==> src/sv/spc_pkg.sv <==
// ----------------------------------------------------------------------------
// spc_pkg
// Shared types, codes and small helpers for the seriated Playfair cipher core.
// ----------------------------------------------------------------------------
package spc_pkg;

  typedef logic [4:0] letter_t;
  typedef logic [2:0] func_t;

  localparam func_t FUNC_BEGIN  = 3'd0;
  localparam func_t FUNC_KEY    = 3'd1;
  localparam func_t FUNC_FINISH = 3'd2;
  localparam func_t FUNC_TEXT   = 3'd3;
  localparam func_t FUNC_END    = 3'd4;

  localparam logic REG_DECRYPT = 1'b0;
  localparam logic REG_PERIOD  = 1'b1;

  localparam letter_t LETTER_I    = 5'd8;
  localparam letter_t LETTER_J    = 5'd9;
  localparam letter_t LETTER_X    = 5'd23;
  localparam letter_t LETTER_LAST = 5'd25;
  localparam letter_t SQ_FULL     = 5'd25;

  localparam int unsigned SQ_DEPTH  = 25;
  localparam int unsigned POS_DEPTH = 26;

  typedef struct packed {
    logic [2:0] row;
    logic [2:0] col;
  } pos_t;

  typedef struct packed {
    logic accept;
    logic walk;
    logic sq_read;
    logic out_load;
  } spc_cmd_t;

  typedef struct packed {
    logic pair_start;
    logic walk_start;
    logic walk_last;
  } spc_status_t;

  function automatic pos_t fill_pos(input letter_t idx);
    pos_t    p;
    letter_t base;
    if (idx >= 5'd20) begin
      p.row = 3'd4;
      base  = 5'd20;
    end else if (idx >= 5'd15) begin
      p.row = 3'd3;
      base  = 5'd15;
    end else if (idx >= 5'd10) begin
      p.row = 3'd2;
      base  = 5'd10;
    end else if (idx >= 5'd5) begin
      p.row = 3'd1;
      base  = 5'd5;
    end else begin
      p.row = 3'd0;
      base  = 5'd0;
    end
    p.col = 3'(idx - base);
    return p;
  endfunction

  function automatic logic [2:0] shift5(input logic [2:0] v, input logic back);
    logic [2:0] r;
    if (back) begin
      r = (v == 3'd0) ? 3'd4 : v - 3'd1;
    end else begin
      r = (v == 3'd4) ? 3'd0 : v + 3'd1;
    end
    return r;
  endfunction

  function automatic letter_t sq_addr(input pos_t p);
    return {p.row, 2'b00} + {2'b00, p.row} + {2'b00, p.col};
  endfunction

endpackage

==> src/sv/spc_ram.sv <==
// ----------------------------------------------------------------------------
// spc_ram
// Generic RAM: one write port, two read ports with registered, enabled reads.
// ----------------------------------------------------------------------------
module spc_ram #(
  parameter int unsigned WIDTH = 8,
  parameter int unsigned DEPTH = 32
) (
  input  logic                     clk,
  input  logic                     we,
  input  logic [$clog2(DEPTH)-1:0] waddr,
  input  logic [WIDTH-1:0]         wdata,
  input  logic                     re,
  input  logic [$clog2(DEPTH)-1:0] raddr0,
  input  logic [$clog2(DEPTH)-1:0] raddr1,
  output logic [WIDTH-1:0]         rdata0,
  output logic [WIDTH-1:0]         rdata1
);

  logic [WIDTH-1:0] mem [DEPTH];

  always_ff @(posedge clk) begin
    if (we) begin
      mem[waddr] <= wdata;
    end
    if (re) begin
      rdata0 <= mem[raddr0];
      rdata1 <= mem[raddr1];
    end
  end

endmodule

==> src/sv/spc_ctrl.sv <==
// ----------------------------------------------------------------------------
// spc_ctrl
// Sequencer: accepts transactions, runs the key walk and the pair lookup.
// ----------------------------------------------------------------------------
module spc_ctrl
  import spc_pkg::*;
(
  input  logic        clk,
  input  logic        rst,
  input  logic        in_valid,
  output logic        in_ready,
  output logic        out_valid,
  input  logic        out_ready,
  input  spc_status_t status,
  output spc_cmd_t    cmd
);

  typedef enum logic [1:0] {
    S_IDLE,
    S_WALK,
    S_LOOKUP,
    S_SQUARE
  } state_t;

  state_t state;
  state_t state_next;

  always_comb begin
    in_ready     = (state == S_IDLE);
    cmd.accept   = in_valid && in_ready;
    cmd.walk     = (state == S_WALK);
    cmd.sq_read  = (state == S_LOOKUP);
    cmd.out_load = (state == S_SQUARE) && (!out_valid || out_ready);
    state_next   = state;
    unique case (state)
      S_IDLE: begin
        if (cmd.accept) begin
          if (status.walk_start) begin
            state_next = S_WALK;
          end else if (status.pair_start) begin
            state_next = S_LOOKUP;
          end
        end
      end
      S_WALK: begin
        if (status.walk_last) begin
          state_next = S_IDLE;
        end
      end
      S_LOOKUP: begin
        state_next = S_SQUARE;
      end
      S_SQUARE: begin
        if (cmd.out_load) begin
          state_next = S_IDLE;
        end
      end
      default: begin
        state_next = S_IDLE;
      end
    endcase
  end

  always_ff @(posedge clk) begin
    if (rst) begin
      state     <= S_IDLE;
      out_valid <= 1'b0;
    end else begin
      state <= state_next;
      if (cmd.out_load) begin
        out_valid <= 1'b1;
      end else if (out_ready) begin
        out_valid <= 1'b0;
      end
    end
  end

endmodule

==> src/sv/spc_datapath.sv <==
// ----------------------------------------------------------------------------
// spc_datapath
// Key square, position table, key and text state, pair transform and output.
// ----------------------------------------------------------------------------
module spc_datapath
  import spc_pkg::*;
(
  input  logic        clk,
  input  logic        rst,
  input  logic [2:0]  func,
  input  logic [4:0]  letter,
  input  logic        decrypt_mode,
  input  logic [7:0]  group_period,
  input  spc_cmd_t    cmd,
  output spc_status_t status,
  output logic [4:0]  first_letter,
  output logic [4:0]  second_letter
);

  logic [25:0] used;
  letter_t     fill;
  logic        key_ready;
  logic [7:0]  group_count;
  letter_t     held_letter;
  logic        held_valid;
  letter_t     walk_idx;

  letter_t     letter_m;
  logic        letter_ok;
  logic [7:0]  period;
  logic [7:0]  group_count_inc;
  logic        group_end;
  logic        text_ok;
  logic        key_wr;
  logic        walk_wr;
  letter_t     pair_a;
  letter_t     pair_b;

  logic        sq_we;
  letter_t     sq_wdata;
  logic        pos_we;
  letter_t     pos_waddr;
  logic [5:0]  pos_rd0;
  logic [5:0]  pos_rd1;
  pos_t        pos_a;
  pos_t        pos_b;
  pos_t        sel_a;
  pos_t        sel_b;
  letter_t     sq_rd0;
  letter_t     sq_rd1;

  always_comb begin
    letter_m        = (letter == LETTER_J) ? LETTER_I : letter;
    letter_ok       = (letter_m <= LETTER_LAST);
    period          = (group_period < 8'd2) ? 8'd2 : group_period;
    group_count_inc = group_count + 8'd1;
    group_end       = (group_count_inc >= period);
    text_ok         = key_ready && letter_ok;
    key_wr          = cmd.accept && (func == FUNC_KEY) && !key_ready && letter_ok
                      && (fill < SQ_FULL) && !used[letter_m];
    walk_wr         = (walk_idx != LETTER_J) && !used[walk_idx] && (fill < SQ_FULL);

    pair_a = ((func == FUNC_END) || held_valid) ? held_letter : letter_m;
    pair_b = ((func == FUNC_TEXT) && held_valid) ? letter_m : LETTER_X;

    status.walk_start = (func == FUNC_FINISH);
    status.walk_last  = (walk_idx == LETTER_LAST);
    unique case (func)
      FUNC_TEXT: status.pair_start = text_ok && (held_valid || (group_end && !decrypt_mode));
      FUNC_END:  status.pair_start = key_ready && held_valid && !decrypt_mode;
      default:   status.pair_start = 1'b0;
    endcase

    sq_we     = key_wr || (cmd.walk && walk_wr);
    sq_wdata  = cmd.walk ? walk_idx : letter_m;
    pos_we    = sq_we;
    pos_waddr = sq_wdata;
  end

  always_ff @(posedge clk) begin
    if (rst) begin
      used        <= '0;
      fill        <= '0;
      key_ready   <= 1'b0;
      group_count <= '0;
      held_valid  <= 1'b0;
    end else begin
      if (cmd.accept) begin
        unique case (func)
          FUNC_BEGIN: begin
            used        <= '0;
            fill        <= '0;
            key_ready   <= 1'b0;
            group_count <= '0;
            held_valid  <= 1'b0;
          end
          FUNC_KEY: begin
            if (key_wr) begin
              used[letter_m] <= 1'b1;
              fill           <= fill + 5'd1;
            end
          end
          FUNC_FINISH: begin
            key_ready   <= 1'b1;
            group_count <= '0;
            held_valid  <= 1'b0;
            walk_idx    <= '0;
          end
          FUNC_TEXT: begin
            if (text_ok) begin
              group_count <= group_end ? 8'd0 : group_count_inc;
              held_valid  <= !held_valid && !group_end;
              if (!held_valid) begin
                held_letter <= letter_m;
              end
            end
          end
          FUNC_END: begin
            if (key_ready) begin
              group_count <= '0;
              held_valid  <= 1'b0;
            end
          end
          default: begin
          end
        endcase
      end
      if (cmd.walk) begin
        if (walk_wr) begin
          used[walk_idx] <= 1'b1;
          fill           <= fill + 5'd1;
        end
        walk_idx <= walk_idx + 5'd1;
      end
    end
  end

  spc_ram #(
    .WIDTH (6),
    .DEPTH (POS_DEPTH)
  ) u_pos_ram (
    .clk    (clk),
    .we     (pos_we),
    .waddr  (pos_waddr),
    .wdata  (fill_pos(fill)),
    .re     (cmd.accept),
    .raddr0 (pair_a),
    .raddr1 (pair_b),
    .rdata0 (pos_rd0),
    .rdata1 (pos_rd1)
  );

  always_comb begin
    pos_a = pos_rd0;
    pos_b = pos_rd1;
    if (pos_a.row == pos_b.row) begin
      sel_a.row = pos_a.row;
      sel_a.col = shift5(pos_a.col, decrypt_mode);
      sel_b.row = pos_b.row;
      sel_b.col = shift5(pos_b.col, decrypt_mode);
    end else if (pos_a.col == pos_b.col) begin
      sel_a.row = shift5(pos_a.row, decrypt_mode);
      sel_a.col = pos_a.col;
      sel_b.row = shift5(pos_b.row, decrypt_mode);
      sel_b.col = pos_b.col;
    end else begin
      sel_a.row = pos_a.row;
      sel_a.col = pos_b.col;
      sel_b.row = pos_b.row;
      sel_b.col = pos_a.col;
    end
  end

  spc_ram #(
    .WIDTH (5),
    .DEPTH (SQ_DEPTH)
  ) u_square_ram (
    .clk    (clk),
    .we     (sq_we),
    .waddr  (fill),
    .wdata  (sq_wdata),
    .re     (cmd.sq_read),
    .raddr0 (sq_addr(sel_a)),
    .raddr1 (sq_addr(sel_b)),
    .rdata0 (sq_rd0),
    .rdata1 (sq_rd1)
  );

  always_ff @(posedge clk) begin
    if (cmd.out_load) begin
      first_letter  <= sq_rd0;
      second_letter <= sq_rd1;
    end
  end

endmodule

==> src/sv/seriated_playfair_cipher_core.sv <==
// ----------------------------------------------------------------------------
// seriated_playfair_cipher_core
// Seriated Playfair cipher over a 5x5 key square with J folded into I.
//
//   channel  handshake            payload
//   in       in_valid/in_ready    func, letter
//   out      out_valid/out_ready  first_letter, second_letter
//   cfg      APB psel/penable     paddr, pwdata, prdata (decrypt_mode, group_period)
//
// Begin key, key letter and text letters that yield no pair leave the
// sequencer idle. A pair passes the position table read, then the key square
// read, then the output register. Finish key starts a letter walk that
// fills the square. Reset is synchronous; no clearing pass is needed. A full
// output register holds a finished pair; input is still taken until the next
// pair reaches the output stage, which then stalls input until out_ready.
// ----------------------------------------------------------------------------
module seriated_playfair_cipher_core
  import spc_pkg::*;
(
  input  logic        clk,
  input  logic        rst,
  input  logic        in_valid,
  output logic        in_ready,
  input  logic [2:0]  func,
  input  logic [4:0]  letter,
  output logic        out_valid,
  input  logic        out_ready,
  output logic [4:0]  first_letter,
  output logic [4:0]  second_letter,
  input  logic        psel,
  input  logic        penable,
  input  logic        pwrite,
  input  logic [2:0]  paddr,
  input  logic [31:0] pwdata,
  output logic [31:0] prdata,
  output logic        pready
);

  logic        decrypt_mode;
  logic [7:0]  group_period;
  spc_cmd_t    cmd;
  spc_status_t status;

  assign pready = 1'b1;

  always_ff @(posedge clk) begin
    if (rst) begin
      decrypt_mode <= 1'b0;
      group_period <= 8'd2;
    end else if (psel && penable && pwrite && pready) begin
      unique case (paddr[2])
        REG_DECRYPT: decrypt_mode <= pwdata[0];
        REG_PERIOD:  group_period <= pwdata[7:0];
        default: begin
        end
      endcase
    end
  end

  always_comb begin
    unique case (paddr[2])
      REG_DECRYPT: prdata = {31'b0, decrypt_mode};
      REG_PERIOD:  prdata = {24'b0, group_period};
      default:     prdata = '0;
    endcase
  end

  spc_ctrl u_ctrl (
    .clk       (clk),
    .rst       (rst),
    .in_valid  (in_valid),
    .in_ready  (in_ready),
    .out_valid (out_valid),
    .out_ready (out_ready),
    .status    (status),
    .cmd       (cmd)
  );

  spc_datapath u_datapath (
    .clk           (clk),
    .rst           (rst),
    .func          (func),
    .letter        (letter),
    .decrypt_mode  (decrypt_mode),
    .group_period  (group_period),
    .cmd           (cmd),
    .status        (status),
    .first_letter  (first_letter),
    .second_letter (second_letter)
  );

endmodule
==> config.mk <==
export PLATFORM = sky130hd
export DESIGN_NAME = seriated_playfair_cipher_core
export DESIGN_NICKNAME = d
export VERILOG_FILES = /design/src/sv/spc_pkg.sv /design/src/sv/spc_ram.sv /design/src/sv/spc_ctrl.sv /design/src/sv/spc_datapath.sv /design/src/sv/seriated_playfair_cipher_core.sv
export SDC_FILE = /design/constraint.sdc
export NUM_CORES = 1
export LEC_CHECK = 0
export BUFFER_PORTS_ARGS = -buffer_cell sky130_fd_sc_hd__buf_2
export CAP_MARGIN = 20
export CORE_UTILIZATION = 64
export DETAILED_ROUTE_END_ITERATION = 8
export PLACE_DENSITY = 0.83
export SETUP_SLACK_MARGIN = 0.05
export SKIP_LAST_GASP = 1
export SYNTH_ARGS = -nofsm -noshare
export SYNTH_HDL_FRONTEND = slang
export SYNTH_HIERARCHICAL = 1
export SYNTH_SLANG_ARGS = --single-unit
==> constraint.sdc <==
create_clock -name clk -period 9.42 [get_ports clk]
set_clock_uncertainty 0.2 [all_clocks]
set_input_delay 0 -clock clk [delete_from_list [all_inputs] [get_ports clk]]
set_output_delay 0 -clock clk [all_outputs]
set_load 0.005 [all_outputs]
==> flow_metrics.py <==
metrics = {
    "run_status": {
        "run_status": "completed",
    },
    "timing": {
        "finalCriticalPeriod_ns": 5.55,
        "setup_viol": 0,
        "worstMarginPinSlew_ns": 1.09,
        "rsz0062_at_grt": "no",
        "fin_setup_tns_ns": 0,
        "fmax_ghz": 0.180,
        "slew_viol_final": 0,
        "setup_ws_ns": 3.87,
        "hold_viol_final": 0,
        "min_period_over_period": 0.589,
        "relSlewSlack": 0.267,
    },
    "route": {
        "vias": 13300,
        "wl_um": 47400,
        "drc": 0,
        "viasPerCell": 6.87,
        "dr.pass1.iters": 5,
        "drt_first_iter_violations": 1500,
        "ant_nets": 0,
        "avgRoutedWirePerCell_um": 24.6,
    },
    "power_and_ir_drop": {
        "irDropWorstVdd_uv": 175,
        "switching_share": 0.286,
        "power_uw": 4480,
        "p_clk_frac": 0.335,
        "power.leakage_uw": 0.00771,
        "seqPwrFrac": 0.414,
        "combPwrFrac": 0.250,
        "intPower_uw": 3200,
        "power_density_nw_per_um2": 206,
        "power.switching_uw": 1280,
    },
    "clocking": {
        "cts.repair.resized": 0,
        "clk_latency_ns": 0.54,
        "clockBufferDepth": 3,
        "cts_tree": "built",
        "clock-sinks": 376,
        "cts_setup_buffers": 0,
        "clk_pin_slew_ns": 0.06,
        "cts-buffers-inserted": 39,
        "htreeDepth": 2,
        "cts_root_buffer": "clkbuf_16",
    },
    "logic_synthesis": {
        "async_flop_share": 0,
        "syn_area_sq_um": 19800,
        "seq_area_frac_synth": 0.543,
        "synth.avg_cell_area_sq_um": 13.6,
        "yosysWarningCount": 6,
        "synth_ff_type": "edfxtp_1",
        "syn_inst": 1461,
        "synth-seq-cells": 376,
        "yosysUniqueCellTypes": 81,
        "synth_edf_count": 323,
    },
    "grt": {
        "grt_pass1_wl_um": 74200,
        "antenna_found_initial": 0,
        "gr-usage-all-layers": 0.309,
        "overflow": 0,
        "grt_max_degree": 49,
        "grt_pass1_vias": 13200,
    },
    "cells_and_area": {
        "fin_area_sq_um": 21800,
        "antenna_cells": 0,
        "nets": 1604,
        "fill_cells": 1838,
        "layout_commonest_cell": "edfxtp_1",
        "syn_to_final_growth_pct": 9.90,
        "final_cell_mix": "edfxtp_1 (323), mux4_2 (109), nor2_1 (106)",
        "drive_gt1_frac": 0.195,
    },
    "placed_design": {
        "post-place-ws_ns": 3.68,
        "postPlaceCellArea_sq_um": 20100,
        "dp_hpwl_um": 31200,
        "gp_congestion": 0.908,
        "port-buffer-count": 43,
    },
    "worst_setup_path": {
        "cp.required_ns": 9.50,
        "end_kind": "flop",
        "crit_arrival_ns": 5.63,
        "setup.worst_path.class": "reg2reg",
        "worstSetupStartpointType": "flop",
        "path_max_fanout": 27,
    },
    "floorplan": {
        "die-height_um": 178,
        "start_util": 0.650,
        "boundaryPins": 95,
        "die_w_um": 178,
        "rows": 64,
        "core_sq_um": 30500,
        "dieArea_sq_um": 31700,
    },
    "flow_run": {
        "cap_violations": 0,
    },
    "worst_hold_path": {
        "worstHoldPathType": "in2reg",
    },
}
[power by group through the flow]
stage                     Sequential [uW]  Clock [uW]  Combinational, uW
after floorplan                      1890           0                838
after global placement               1890           0               1040
after detailed placement             1890           0               1080
after CTS                            1860        1510               1100
after global routing                 1860        1580               1190
final                                1860        1500               1120
[final cells by class]
class	count	area [sq um]	share of cell area
sequential	376	10800	0.494
tap	396	495	0.0227
clock buffer	49	1040	0.0480
inverter	36	135	0.00620
multi-input combinational	952	8370	0.384
clock inverter	20	193	0.00885
timing repair buffer	100	782	0.0359
[cells in the mapped netlist, drive strengths merged (32+ instances only)]
master / instances / area, sq um
edfxtp: 323 / 9700
mux4: 110 / 2480
nor2: 107 / 402
mux2i: 93 / 931
nand2: 90 / 348
buf: 80 / 531
a22oi: 58 / 435
dfxtp: 53 / 1060
ha: 44 / 551
o21ai: 41 / 205
clkbuf: 40 / 150
inv: 36 / 135
nand2b: 32 / 200
[path summary, 6_finish.rpt]
kind / cells after the start / slack (ns) / start / end
worst max register to register: 15 / 3.87 / u_datapath/u_pos_ram/rdata1[5] / u_datapath/u_square_ram/rdata0[0]
worst min register to register: 0 / 0.23 / u_datapath/u_square_ram/rdata1[2] / u_datapath/second_letter[2]
worst min-delay path: 4 / 0.11 / pwdata[0] / group_period[0]
worst max-delay path: 15 / 3.87 / u_datapath/u_pos_ram/rdata1[5] / u_datapath/u_square_ram/rdata0[0]
[cells by family (layout without fill, tap and decap cells)]
family          after synthesis  after routing  share of synthesized area
other cells                   2             25                   0.000379
buf+inv                     156            205                     0.0412
fa+ha+maj                    49             49                     0.0328
simple gates                393            393                      0.102
mux                         232            232                      0.189
flops                       376            376                      0.543
xor+xnor                     23             23                     0.0102
compound gates              230            230                     0.0816
[critical path: stages (launching register included)]
cell and delay (ns):
edfxtp_1 0.47, xor2_1 0.19, nor3_1 0.07, clkbuf_4 0.19, nor4_1 0.29, buf_4 0.22
nand2_1 0.07, mux2_2 0.27, o311ai_2 0.31, fa_1 0.53, fa_1 0.84, buf_4 0.49
mux4_2 0.38, or2_0 0.22, mux4_2 0.45, o311a_1 0.14
[sequential cells by signal (all words and copies together), names as in the netlist, 2 cells and up]
name / cells
u_datapath/used: 26
u_datapath/second_letter: 5
u_datapath/walk_idx: 5
u_datapath/first_letter: 5
u_datapath/u_pos_ram/rdata0: 6
group_period: 8
u_datapath/group_count: 8
u_datapath/u_square_ram/mem: 125
u_datapath/u_square_ram/rdata0: 5
u_datapath/u_square_ram/rdata1: 5
u_datapath/fill: 5
u_datapath/u_pos_ram/rdata1: 6
u_datapath/held_letter: 5
u_ctrl/state: 2
u_datapath/u_pos_ram/mem: 156
[stage by stage]
step,utilization,hold WS [ns],std cells
6_report,0.714,0.112,1929
2_1_floorplan,-,-0.134,1484
4_1_cts,0.711,0.110,1923
5_1_grt,0.714,0.120,1929
3_5_place_dp,0.660,0.0739,1820
3_3_place_gp,0.659,0.0670,1818
[what timing repair did]
action | CTS | global route
hold buffers | 34 | 0
setup endpoints to repair | 0 | 0
hold endpoints to repair | 57 | 0
[layer usage]
metal	vias up	global-route usage	part of all wire
met5	-	0	0
met4	0	0.124	0.039
met3	153	0.0437	0.088
met2	800	0.513	0.50
met1	6583	0.412	0.38
li1	5725	-	-
Note: power is estimated with default switching activity, not from simulation.
